<file path="config.mk">
export PLATFORM = sky130hd
export DESIGN_NAME = rgb_led_crossfade_core
export DESIGN_NICKNAME = d
export VERILOG_FILES = /design/src/rtl/core/rlc_pkg.sv /design/src/rtl/core/rlc_lane.sv /design/src/rtl/core/rgb_led_crossfade_core.sv
export SDC_FILE = /design/constraint.sdc
export NUM_CORES = 1
export LEC_CHECK = 0
export ABC_CLOCK_PERIOD_IN_PS = 15900
export BUFFER_PORTS_ARGS = -buffer_cell sky130_fd_sc_hd__buf_2
export CORE_UTILIZATION = 41
export CTS_CLUSTER_DIAMETER = 60
export CTS_CLUSTER_SIZE = 12
export DETAILED_ROUTE_END_ITERATION = 8
export SYNTH_ARGS = -nofsm -noshare
export SYNTH_HDL_FRONTEND = slang
export SYNTH_SLANG_ARGS = --single-unit
</file>
<file path="constraint.sdc">
create_clock -name clk -period 15.9 [get_ports clk]
set_input_delay 3.18 -clock clk [delete_from_list [all_inputs] [get_ports clk]]
set_output_delay 3.18 -clock clk [all_outputs]
set_load 0.02 [all_outputs]
</file>
<file path="src/rtl/core/rlc_pkg.sv">
// Shared types and constants for the RGB LED crossfade core.
// Item kinds, mood codes, colour constants and serial step counts.
// No dependencies.
`default_nettype none

package rlc_pkg;

  localparam int CH_W      = 8;
  localparam int TIME_W    = 16;
  localparam int STAMP_W   = 32;
  localparam int PROD_W    = TIME_W + CH_W;
  localparam int MUL_STEPS = CH_W;
  localparam int DIV_STEPS = PROD_W;
  localparam int CNT_W     = $clog2(DIV_STEPS);

  localparam logic [TIME_W-1:0] FADE_RESET = 16'd1000;

  localparam logic [1:0] KIND_TICK = 2'd0;
  localparam logic [1:0] KIND_SET  = 2'd1;
  localparam logic [1:0] KIND_MOOD = 2'd2;
  localparam logic [1:0] KIND_BEAT = 2'd3;

  localparam logic [2:0] MOOD_OFF   = 3'd0;
  localparam logic [2:0] MOOD_SWIRL = 3'd1;
  localparam logic [2:0] MOOD_RED   = 3'd3;

  localparam logic [CH_W-1:0] LEVEL_MAX = 8'd255;
  localparam logic [CH_W-1:0] LEVEL_MIN = 8'd0;

  typedef struct packed {
    logic [CH_W-1:0] red;
    logic [CH_W-1:0] green;
    logic [CH_W-1:0] blue;
  } rgb_t;

  typedef enum logic [1:0] {
    ST_IDLE,
    ST_DECIDE,
    ST_CALC,
    ST_EMIT
  } state_t;

  typedef enum logic [1:0] {
    LN_IDLE,
    LN_MUL,
    LN_DIV,
    LN_DONE
  } lane_phase_t;

endpackage

`default_nettype wire

</file>
<file path="src/rtl/core/rlc_lane.sv">
// One colour channel of the fade: bit-serial multiply then restoring divide.
// Gives from + floor(elapsed * (goal - from) / fade_time), floored toward minus infinity.
// Depends on rlc_pkg.
`default_nettype none

module rlc_lane import rlc_pkg::*; (
  input  logic              clk,
  input  logic              rst,
  input  logic              start,
  input  logic [TIME_W-1:0] elapsed,
  input  logic [CH_W-1:0]   from,
  input  logic [CH_W-1:0]   goal,
  input  logic [TIME_W-1:0] fade_time,
  output logic              done,
  output logic [CH_W-1:0]   level
);

  lane_phase_t       phase, phase_next;
  logic [CNT_W-1:0]  cnt;
  logic [PROD_W-1:0] mcand;
  logic [CH_W-1:0]   mplier;
  logic [PROD_W-1:0] acc;
  logic [TIME_W-1:0] rem;
  logic              neg;
  logic [CH_W-1:0]   base;
  logic [TIME_W:0]   trial;
  logic [TIME_W:0]   diff;
  logic              fits;
  logic              mul_last;
  logic              div_last;

  assign trial    = {rem, acc[PROD_W-1]};
  assign fits     = trial >= {1'b0, fade_time};
  assign diff     = trial - {1'b0, fade_time};
  assign mul_last = cnt == CNT_W'(MUL_STEPS - 1);
  assign div_last = cnt == CNT_W'(DIV_STEPS - 1);

  always_comb begin
    phase_next = phase;
    unique case (phase)
      LN_IDLE: if (start) phase_next = LN_MUL;
      LN_MUL:  if (mul_last) phase_next = LN_DIV;
      LN_DIV:  if (div_last) phase_next = LN_DONE;
      LN_DONE: phase_next = LN_IDLE;
      default: phase_next = LN_IDLE;
    endcase
  end

  always_comb begin
    done  = phase == LN_DONE;
    level = neg ? base - acc[CH_W-1:0] - CH_W'(|rem) : base + acc[CH_W-1:0];
  end

  always_ff @(posedge clk) begin
    if (rst) begin
      phase <= LN_IDLE;
    end else begin
      phase <= phase_next;
    end
  end

  always_ff @(posedge clk) begin
    case (phase)
      LN_IDLE: begin
        if (start) begin
          cnt    <= '0;
          mcand  <= PROD_W'(elapsed);
          neg    <= goal < from;
          mplier <= (goal < from) ? from - goal : goal - from;
          acc    <= '0;
          rem    <= '0;
          base   <= from;
        end
      end
      LN_MUL: begin
        if (mplier[0]) acc <= acc + mcand;
        mcand  <= {mcand[PROD_W-2:0], 1'b0};
        mplier <= {1'b0, mplier[CH_W-1:1]};
        cnt    <= mul_last ? '0 : cnt + 1'b1;
      end
      LN_DIV: begin
        rem <= fits ? diff[TIME_W-1:0] : trial[TIME_W-1:0];
        acc <= {acc[PROD_W-2:0], fits};
        cnt <= cnt + 1'b1;
      end
      default: begin
        cnt <= cnt;
      end
    endcase
  end

endmodule

`default_nettype wire

</file>
<file path="src/rtl/core/rgb_led_crossfade_core.sv">
// Top level of the RGB LED crossfade core: item control, fade state, output register.
// Instantiates three rlc_lane channels; depends on rlc_pkg.
//
//  channel   direction  handshake            payload
//  in        request    in_valid / in_stall  kind, now_ms, mood_code, random_*, even_beat
//  out       result     out_valid/out_stall  red_level, green_level, blue_level
//  cfg       write      cfg_valid/cfg_ready  fade_time_ms
//
// One item at a time. Set-colour, store-mood and idle ticks return to idle from decide;
// beats and finished fades go on to emit, a running fade first to calc, where the three
// lanes spend 8 multiply and 24 divide steps in parallel. Reset is synchronous; no
// clearing pass. A waiting result stalls only the next result, not the next request.
`default_nettype none

module rgb_led_crossfade_core import rlc_pkg::*; (
  input  logic               clk,
  input  logic               rst,
  input  logic               in_valid,
  output logic               in_stall,
  input  logic [1:0]         kind,
  input  logic [STAMP_W-1:0] now_ms,
  input  logic [2:0]         mood_code,
  input  logic [CH_W-1:0]    random_red,
  input  logic [CH_W-1:0]    random_green,
  input  logic [CH_W-1:0]    random_blue,
  input  logic               even_beat,
  output logic               out_valid,
  input  logic               out_stall,
  output logic [CH_W-1:0]    red_level,
  output logic [CH_W-1:0]    green_level,
  output logic [CH_W-1:0]    blue_level,
  input  logic               cfg_valid,
  output logic               cfg_ready,
  input  logic [TIME_W-1:0]  fade_time_ms
);

  state_t             state, state_next;
  logic [TIME_W-1:0]  fade_time;
  rgb_t               from, goal, res;
  logic [STAMP_W-1:0] fade_start;
  logic               fading;
  logic [2:0]         stored_mood;

  logic [1:0]         item_kind;
  logic [STAMP_W-1:0] item_now;
  logic [2:0]         item_mood;
  rgb_t               item_rand;
  logic               item_even;
  logic [STAMP_W-1:0] elapsed;

  logic               accept;
  logic               expired;
  logic               at_end;
  logic [2:0]         pick_mood;
  rgb_t               new_goal;
  logic               do_fade;
  logic               out_free;
  logic               lane_start;
  logic               lanes_done;
  rgb_t               lane_level;
  logic [2:0]         lane_done;

  assign cfg_ready = 1'b1;

  always_comb begin
    expired   = (elapsed[STAMP_W-1:TIME_W] != '0) || (elapsed[TIME_W-1:0] > fade_time);
    at_end    = elapsed[TIME_W-1:0] >= fade_time;
    pick_mood = (item_kind == KIND_SET) ? item_mood : MOOD_SWIRL;
    if (pick_mood == MOOD_OFF) begin
      new_goal = '{LEVEL_MIN, LEVEL_MIN, LEVEL_MIN};
    end else if (pick_mood == MOOD_RED) begin
      new_goal = '{LEVEL_MAX, LEVEL_MIN, LEVEL_MIN};
    end else begin
      new_goal = item_rand;
    end
    do_fade = (item_kind == KIND_SET) ||
              (item_kind == KIND_TICK && fading && expired && stored_mood == MOOD_SWIRL);
  end

  always_comb begin
    state_next = state;
    unique case (state)
      ST_IDLE: if (accept) state_next = ST_DECIDE;
      ST_DECIDE: begin
        unique case (item_kind)
          KIND_TICK: begin
            if (!fading) state_next = ST_IDLE;
            else if (expired || at_end) state_next = ST_EMIT;
            else state_next = ST_CALC;
          end
          KIND_BEAT: state_next = ST_EMIT;
          default:   state_next = ST_IDLE;
        endcase
      end
      ST_CALC: if (lanes_done) state_next = ST_EMIT;
      ST_EMIT: if (out_free) state_next = ST_IDLE;
      default: state_next = ST_IDLE;
    endcase
  end

  always_comb begin
    in_stall   = state != ST_IDLE;
    accept     = in_valid && !in_stall;
    out_free   = !out_valid || !out_stall;
    lane_start = state == ST_DECIDE && state_next == ST_CALC;
    lanes_done = &lane_done;
  end

  always_ff @(posedge clk) begin
    if (rst) begin
      state       <= ST_IDLE;
      fade_time   <= FADE_RESET;
      from        <= '0;
      goal        <= '0;
      fade_start  <= '0;
      fading      <= 1'b0;
      stored_mood <= MOOD_OFF;
      out_valid   <= 1'b0;
    end else begin
      state <= state_next;
      if (cfg_valid && cfg_ready) fade_time <= fade_time_ms;
      if (state == ST_DECIDE) begin
        if (do_fade) begin
          from       <= goal;
          goal       <= new_goal;
          fade_start <= item_now;
          fading     <= 1'b1;
        end else if (item_kind == KIND_TICK && expired) begin
          fading <= 1'b0;
        end
        if (item_kind == KIND_MOOD) stored_mood <= item_mood;
      end
      if (state == ST_EMIT && out_free) begin
        out_valid <= 1'b1;
      end else if (!out_stall) begin
        out_valid <= 1'b0;
      end
    end
  end

  always_ff @(posedge clk) begin
    if (accept) begin
      item_kind <= kind;
      item_now  <= now_ms;
      item_mood <= mood_code;
      item_rand <= '{random_red, random_green, random_blue};
      item_even <= even_beat;
      elapsed   <= now_ms - fade_start;
    end
    if (state == ST_DECIDE) begin
      if (item_kind == KIND_BEAT) begin
        res <= item_even ? {LEVEL_MIN, LEVEL_MAX, LEVEL_MAX}
                         : {LEVEL_MAX, LEVEL_MIN, LEVEL_MAX};
      end else if (do_fade && fade_time == '0) begin
        res <= new_goal;
      end else begin
        res <= goal;
      end
    end
    if (state == ST_CALC && lanes_done) res <= lane_level;
    if (state == ST_EMIT && out_free) begin
      red_level   <= res.red;
      green_level <= res.green;
      blue_level  <= res.blue;
    end
  end

  rlc_lane u_lane_red (
    .clk       (clk),
    .rst       (rst),
    .start     (lane_start),
    .elapsed   (elapsed[TIME_W-1:0]),
    .from      (from.red),
    .goal      (goal.red),
    .fade_time (fade_time),
    .done      (lane_done[0]),
    .level     (lane_level.red)
  );

  rlc_lane u_lane_green (
    .clk       (clk),
    .rst       (rst),
    .start     (lane_start),
    .elapsed   (elapsed[TIME_W-1:0]),
    .from      (from.green),
    .goal      (goal.green),
    .fade_time (fade_time),
    .done      (lane_done[1]),
    .level     (lane_level.green)
  );

  rlc_lane u_lane_blue (
    .clk       (clk),
    .rst       (rst),
    .start     (lane_start),
    .elapsed   (elapsed[TIME_W-1:0]),
    .from      (from.blue),
    .goal      (goal.blue),
    .fade_time (fade_time),
    .done      (lane_done[2]),
    .level     (lane_level.blue)
  );

endmodule

`default_nettype wire

</file>
; ---- Word-level counts from Yosys, hierarchy flattened
; Index checks and enable logic that the tools add are counted.
[word_totals]
reg_bits = 509
input_bits = 83
output_inout_bits = 27
elab_cells = 247
[op_classes]
n_addsub = 25
n_lt_le_gt_ge = 8
eq_ne = 37
n_mux = 66
n_reduce_logical = 61
[ops]
columns = cell, n
row1 = 2-to-1 mux 24 bit, 12
row2 = case mux 24 bit (3 select lines), 3
row3 = case mux 24 bit (2 select lines), 3
row4 = case mux 16 bit (2 select lines), 3
row5 = adder 24 bit, 3
row6 = 2-to-1 mux 8 bit, 9
row7 = subtractor 8 bit, 9
row8 = 2-to-1 mux 16 bit, 4
row9 = >= comparator 17 x 16 -> 1 bit, 3
row10 = case mux 8 bit (2 select lines), 3
row11 = OR reduction 16 bit, 3
row12 = subtractor 16 bit, 3
row13 = case mux 5 bit (3 select lines), 3
row14 = case mux 2 bit (4 select lines), 4
row15 = subtractor 32 bit, 1
row16 = AND reduction 2 bit, 15
row17 = adder 8 bit, 3
row18 = < comparator 8 bit, 3
row19 = subtractor 8 x 1 -> 8 bit, 3
row20 = "equality test 2 bit, second input constant", 11
row21 = 2-to-1 mux 2 bit, 11
row22 = AND reduction 3 bit, 7
row23 = 2-to-1 mux 5 bit, 4
row24 = "inequality test 2 x 1 -> 1 bit, second input constant", 10
row25 = other kinds (21), 64

; ---- Logic depth before layout (Yosys ltp)
; Gate-level depths: netlist of the first run.
[logic_depth]
ltp_word = 11
mapped_depth = 15
mapped_depth_nobuf = 15

; ---- Modules after synthesis
; Synthesis of the first run repeated with hierarchy kept, for this count alone.
[hier_totals]
hier_cells = 3323
area_unflattened_um2 = 32643.8
[by_module_without_submodules]
columns = module, instances, cells_each, area_per_inst_um2, seq_area_each_um2
row1 = rlc_lane (u_lane_blue ...), 2, 735, 7146.9, 2622.5
row2 = rgb_led_crossfade_core, 1, 1116, 11213.3, 6326.1
row3 = rlc_lane (u_lane_red), 1, 737, 7136.8, 2622.5

; ---- Worst setup path after synthesis of the first run
; No wires, ideal clock.
[synth_path]
path_kind = input-to-reg
from = input in_valid
to = register state[0]
setup_time_ps = 79
arrival_time_ps = 7604
required_time_ps = 15821
path_slack_ps = 8218
stages = 4
n_path_buf = 0
path_cell_list = inv_1 nor2_1 nor3_1 a21oi_1
[synth_between]
elab_chain_cells = 3
[synth_lines]
columns = item, line
row1 = "start, declared", rgb_led_crossfade_core.sv:18  ; input logic in_valid,
row2 = logical AND 1 bit, rgb_led_crossfade_core.sv:103  ; accept = in_valid && !in_stall;
row3 = via accept, rgb_led_crossfade_core.sv:51  ; logic accept;
row4 = 2-to-1 mux 2 bit, rgb_led_crossfade_core.sv:83  ; ST_IDLE: if (accept) state_next = ST_DECIDE;
row5 = case mux 2 bit (4 select lines), rgb_led_crossfade_core.sv:82  ; unique case (state)
row6 = "end signal, assigned", rgb_led_crossfade_core.sv:120  ; state <= state_next;
row7 = "end, declared", rgb_led_crossfade_core.sv:37  ; state_t state, state_next;
; The timed path passes the listed nets, and every way through them passes these cells.
; A chain may end at the register's enable or synchronous reset.

; ---- Worst setup path in the final report of the first run
[layout_path]
from = input now_ms[0]
to = register elapsed[30] (data pin)
[layout_between]
elab_chain_cells = 1
[layout_lines]
columns = item, line
row1 = "start, declared", rgb_led_crossfade_core.sv:21  ; input logic [STAMP_W-1:0] now_ms,
row2 = subtractor 32 bit, rgb_led_crossfade_core.sv:148  ; elapsed <= now_ms - fade_start;
row3 = "end signal, assigned", rgb_led_crossfade_core.sv:148
row4 = "end, declared", rgb_led_crossfade_core.sv:49  ; logic [STAMP_W-1:0] elapsed;
; No other way between the ends.

==> results.cfg, run 1 <==
[floorplanning]
die_h_um = 278
start_util_pct = 41.7
num_rows = 100
io_pins = 110
dieArea_um2 = 77400
fp.dieW_um = 278
core_um2 = 74900

[sta]
finalCritPeriodShare_pct = 34.6
worstMarginPinSlew_ns = 1.15
finalSetupViolCount = 0
drv_slew = 0
whs_ns = 0.419
setup-tns-final_ns = 0
layout_setup_ws_ns = 10.39
finalClockSkew_ns = 0.0217
period_needed_ns = 5.51
fmax_ghz = 0.182
slew_headroom_pct = 23.0
rsz0062_at_grt = no
finalHoldViolCount = 0

[logic_synthesis]
synth_common_cells = edfxtp_1, nand2_1, ha_1, a21oi_1, inv_1
synthTopCellsByArea = edfxtp_1, ha_1, dfxtp_1
synth_most_common_cell = edfxtp_1
syn_inst = 3081
synth-edff-count = 400
netlist.area_leader.share_pct = 38.4
ys_async_sr_fraction_pct = 0
syn_avg_cell_area_um2 = 10.2
yosys_most_used_dff = edfxtp_1
yosysWarnings = 0
syn_area_um2 = 31300
synthDistinctLibCells = 79
ys_seq_area_share_pct = 45.4
syn-num-nets = 3474
yosys.area.top_type = edfxtp_1
ys_ff_latch = 509

[clock_network]
clkTransAtPathRegs_ns = 0.06
cts_buffers = 53
clockRootBuffer = clkbuf_16
h-tree-depth = 2
clockBufferDepth = 3
cts_tree = built
cts_setup_buffers = 0
cts_hold_buf = 0
post_cts_resized = 0
clk_latency_ns = 0.63
cts_sinks = 509

[min_path]
min_from = res[3]
whs_endpoint = blue_level[3]
hold_depth = 0
worstHoldPathType = flop to flop

[global_route]
overflow = 0
grt_pass1_vias = 21700
grt_max_degree = 80
grt.total_usage_pct = 20.2
grt_first_pass_wirelength_mm = 123
antenna_found_initial = 8

[drt]
firstDrtPassIters = 5
totalWireLength_mm = 78.8
routed_via_density = 5.44
wl_per_cell_um = 18.8
num_vias = 22800
postRouteAntennaNets = 0
drt_iter0_markers = 1467
drcViolationCount = 0

[cells_and_area]
areaGrowthSynthToFinish_pct = 10.6
nets = 3561
final_util_pct = 46.2
drive_above_1_share_pct = 9.44

[power]
power.total_mw = 3.68
p_per_area_nw_per_um2 = 106
leakagePower_nw = 13.1
peakVddDrop_mv = 0.0849

[placement]
dp_hpwl_mm = 56.4
gp_congestion = 0.882
dp_slack_ns = 9.77
port_buffers = 108

[critical_path]
cpPeakStageDelay_ns = 0.42
critical_path.top_delay_family = compound AO/OA/AOI/OAI gates
critical_path_class = primary input to flop
critPathSlowestCell = a311oi_1
reg2reg_depth = 11
regToRegEndpoint = u_lane_blue.acc[6]
worstPathRequired_ns = 16.29
critPathLaunchType = primary input
cp.arrival_ns = 5.90
ff2ff_setup_slack_ns = 11.09
end_kind = flop
reg2reg_from = fade_time[1]
path_cells = buf_2, inv_1, ha_1, fa_1, nor2b_1, o31a_1, o311ai_1, a211oi_1, o21ai_1, a311oi_1, a311o_1, a21oi_1, xnor2_1
crit_buf_inv = 2
cp_max_fo = 3

[run_status]
status = completed

[run]
cap_violations = 0
==> cells in the final DEF (no fill, tap or decap), types with 37 or more instances in the layout <==
| master | instances |
|---|---|
| buf_2 | 107 |
| dfxtp_1 | 109 |
| o21bai_1 | 37 |
| nor2_1 | 217 |
| and2_1 | 46 |
| a21oi_1 | 238 |
| mux2_2 | 55 |
| nand3_1 | 57 |
| nand4_1 | 39 |
| ha_1 | 285 |
| a21o_1 | 51 |
| mux2i_1 | 79 |
| clkbuf_16 | 54 |
| inv_1 | 232 |
| a22oi_1 | 42 |
| edfxtp_1 | 400 |
| nand2_1 | 304 |
| xnor2_1 | 113 |
| nor2b_1 | 62 |
| xor2_1 | 70 |
| nor3_1 | 57 |
| o21ai_0 | 134 |
==> per-layer routing <==
metal  global-route usage, %  vias up  part of all wire, %
li1                        -    11300                    -
met1                    29.0    10900                   48
met2                    32.4      444                   45
met3                    2.64       96                  4.9
met4                    4.42        8                  1.7
met5                       0        -                0.060
==> where the power goes <==
group | leakage (nW) | switching, mW | internal [mW]
clock | 0.807 | 0.558 | 0.677
combinational | 7.69 | 0.482 | 0.346
sequential | 4.58 | 0.0728 | 1.55
==> worst max-delay path by stage <==
stage / slack, ns / from / cells past startpoint / end
floorplan: 8.22 / in_valid / 4 / state[0]
global placement: 9.80 / now_ms[0] / 13 / elapsed[30]
detailed placement: 9.77 / now_ms[0] / 13 / elapsed[30]
CTS: 10.45 / now_ms[0] / 13 / elapsed[30]
global route: 10.20 / now_ms[0] / 13 / elapsed[30]
finish: 10.39 / now_ms[0] / 13 / elapsed[30]
==> kinds of logic after synthesis <==
logic type	share of synthesized area, %
flip-flops	45.4
adder cells (fa/ha/maj)	12.9
XOR/XNOR	5.12
multiplexers	4.51
buffers and inverters	4.07
AO/OA/AOI/OAI	15.0
other	0.0120
AND/OR/NAND/NOR	13.0
==> sequential cells by signal, indices dropped and copies added (netlist names), 16 cells and up <==
| signal | cells |
|---|---|
| u_lane_green.rem | 16 |
| u_lane_green.mcand | 24 |
| elapsed | 32 |
| u_lane_red.rem | 16 |
| goal | 24 |
| fade_time | 16 |
| u_lane_blue.rem | 16 |
| u_lane_red.mcand | 24 |
| fade_start | 32 |
| u_lane_green.acc | 24 |
| u_lane_blue.mcand | 24 |
| item_rand | 24 |
| u_lane_red.acc | 24 |
| u_lane_blue.acc | 24 |
| item_now | 32 |
| res | 24 |
| from | 24 |
==> layout make-up <==
| class | instances | area, um2 |
|---|---|---|
| Multi-Input combinational cell | 2241 | 15900 |
| Clock buffer | 80 | 1470 |
| Inverter | 233 | 875 |
| Timing Repair Buffer | 130 | 708 |
| Fill cell | 7092 | 40300 |
| Clock inverter | 18 | 194 |
| Antenna cell | 3 | 7.51 |
| Sequential cell | 509 | 14200 |
| Tap cell | 969 | 1210 |
==> through the flow <==
| stage | area [um2] | instances |
|---|---|---|
| detailed placement | 32900 | 4082 |
| global placement | 32900 | 4082 |
| global route | 34600 | 4180 |
| floorplan | 31300 | 3081 |
| CTS | 34600 | 4180 |
| finish | 34600 | 4183 |
Power figures use the tool's default switching activity.
==> inputs of run 2 (changes only) <==
- ABC_CLOCK_PERIOD_IN_PS: 15900 -> 5300
- clock period: 15.9 -> 5.3 ns (I/O delays scaled with it)
==> run 2 against run 1 <==
Net effect:
- hold slack improved by 0.0071 ns
- worst setup slack got worse by 9.2 ns
- wire length rose by 1.5%
- non-clock buffer count rose by 3
- final area barely moved
- cell count rose by 0.12%
- register-to-register slack got worse by 9.9 ns
- global-route usage rose by 0.29 points
- sequential share of layout area barely moved
- sequential power rose to 3.0 times the previous value
- critical path type is now flop to flop
==> results.cfg, run 2 (synthesis results as in run 1) <==
[clock_network]
clockBufferDepth = 3
clkTransAtPathRegs_ns = 0.07
post_cts_resized = 0
cts_tree = built
cts_buffers = 54
cts_setup_buffers = 0
clk_latency_ns = 0.64
h-tree-depth = 2
clockRootBuffer = clkbuf_16
cts_sinks = 509
cts_hold_buf = 0

[sta]
period_needed_ns = 4.08
finalHoldViolCount = 0
setup-tns-final_ns = 0
finalSetupViolCount = 0
slew_headroom_pct = 23.6
drv_slew = 0
fmax_ghz = 0.245
worstMarginPinSlew_ns = 1.14
rsz0062_at_grt = no
finalCritPeriodShare_pct = 77.1
finalClockSkew_ns = 0.0412

[cells_and_area]
top_regs = elapsed: 32 flops, fade_start: 32 flops, item_now: 32 flops
nets = 3565
layoutNonFillerInstCount = 4188
areaGrowthSynthToFinish_pct = 10.6
drive_above_1_share_pct = 9.51
layout_commonest_cell = edfxtp_1
final_cell_mix = edfxtp_1, nand2_1, ha_1, a21oi_1, inv_1

[critical_path]
critical_path_class = flop to flop
regToRegEndpoint = res[6]
cp.arrival_ns = 4.43
crit_start = u_lane_blue.rem[0]
worstPathRequired_ns = 5.64
crit_end = res[6]
reg2reg_depth = 14
cp_max_fo = 4
reg2reg_from = u_lane_blue.rem[0]
ff2ff_setup_slack_ns = 1.22
end_kind = flop
critPathLaunchType = flop

[global_route]
grt_first_pass_wirelength_mm = 125
grt.total_usage_pct = 20.5
grt_pass1_vias = 21900
grt_max_degree = 96
antenna_found_initial = 4
overflow = 0

[power]
leakagePower_nw = 13.1
p_per_area_nw_per_um2 = 316
peakVddDrop_mv = 0.249

[drt]
totalWireLength_mm = 79.9
postRouteAntennaNets = 0
routed_via_density = 5.49
drt_iter0_markers = 1499
drcViolationCount = 0
firstDrtPassIters = 5
num_vias = 23000
wl_per_cell_um = 19.1

[run_status]
status = completed

[placement]
gp_congestion = 0.900
place_inst = 4085
dp_hpwl_mm = 58.8
port_buffers = 108

[floorplanning]
num_rows = 100
die_h_um = 278
start_util_pct = 41.7
io_pins = 110
dieArea_um2 = 77400
core_um2 = 74900
fp.dieW_um = 278

[min_path]
worstHoldPathType = flop to flop
min_from = res[11]

[run]
cap_violations = 0
==> run 2: report_power, final <==
part           leakage, nW  total [mW]  internal, mW  switching [mW]
clock network        0.785        3.60          1.95            1.66
registers             4.58        4.86          4.64           0.214
logic                 7.71        2.50          1.04            1.45
total                 13.1        11.0          7.63            3.32
==> run 2: metal layers <==
layer / GRT usage, % / vias to the layer above / part of all wire [%]
met5: 0 / - / 0.030
met4: 4.76 / 4 / 1.9
met3: 2.89 / 99 / 4.5
met2: 32.7 / 472 / 45
met1: 29.3 / 11100 / 49
li1: - / 11300 / -
==> run 2: worst min-delay path by stage <==
stage                                end  slack [ns]  cells after the start
final                     green_level[3]        0.43                      0
after global routing        red_level[1]        0.43                      0
after CTS                   red_level[1]        0.42                      0
after detailed placement    red_level[1]        0.41                      0
after global placement      red_level[1]        0.40                      0
after floorplan            blue_level[0]        0.40                      0
==> run 2: cell type report <==
| class | count | area, um2 |
|---|---|---|
| fillers | 7023 | 40300 |
| multi-input cells | 2241 | 15900 |
| flip-flops and latches | 509 | 14200 |
| clock buffers | 84 | 1480 |
| well taps | 969 | 1210 |
| inverters | 233 | 875 |
| repair buffers | 133 | 756 |
| clock inverters | 18 | 163 |
| diodes | 1 | 2.50 |
==> run 2: critical path, stage by stage, from the launching register on <==
cell	delay, ns
edfxtp_1	0.46
nor4_1	0.42
nand4_1	0.34
fa_1	0.63
inv_1	0.06
ha_1	0.18
or2_2	0.30
fa_1	0.38
nand2b_1	0.16
a21oi_1	0.22
o21bai_1	0.09
a21oi_1	0.17
xnor2_1	0.08
a211oi_1	0.26
a21oi_1	0.06
==> run 2: through the flow <==
step	instance area, um2	total power [mW]	util [%]	hold WS (ns)	setup slack (ns)
4_1_cts	34600	11.1	46.2	0.420	1.21
5_1_grt	34600	11.5	46.2	0.430	0.931
2_1_floorplan	31300	6.77	-	0.400	1.26
3_5_place_dp	33000	7.42	44.0	0.405	1.23
6_report	34600	11.0	46.2	0.426	1.22
3_3_place_gp	33000	7.41	44.0	0.404	1.28
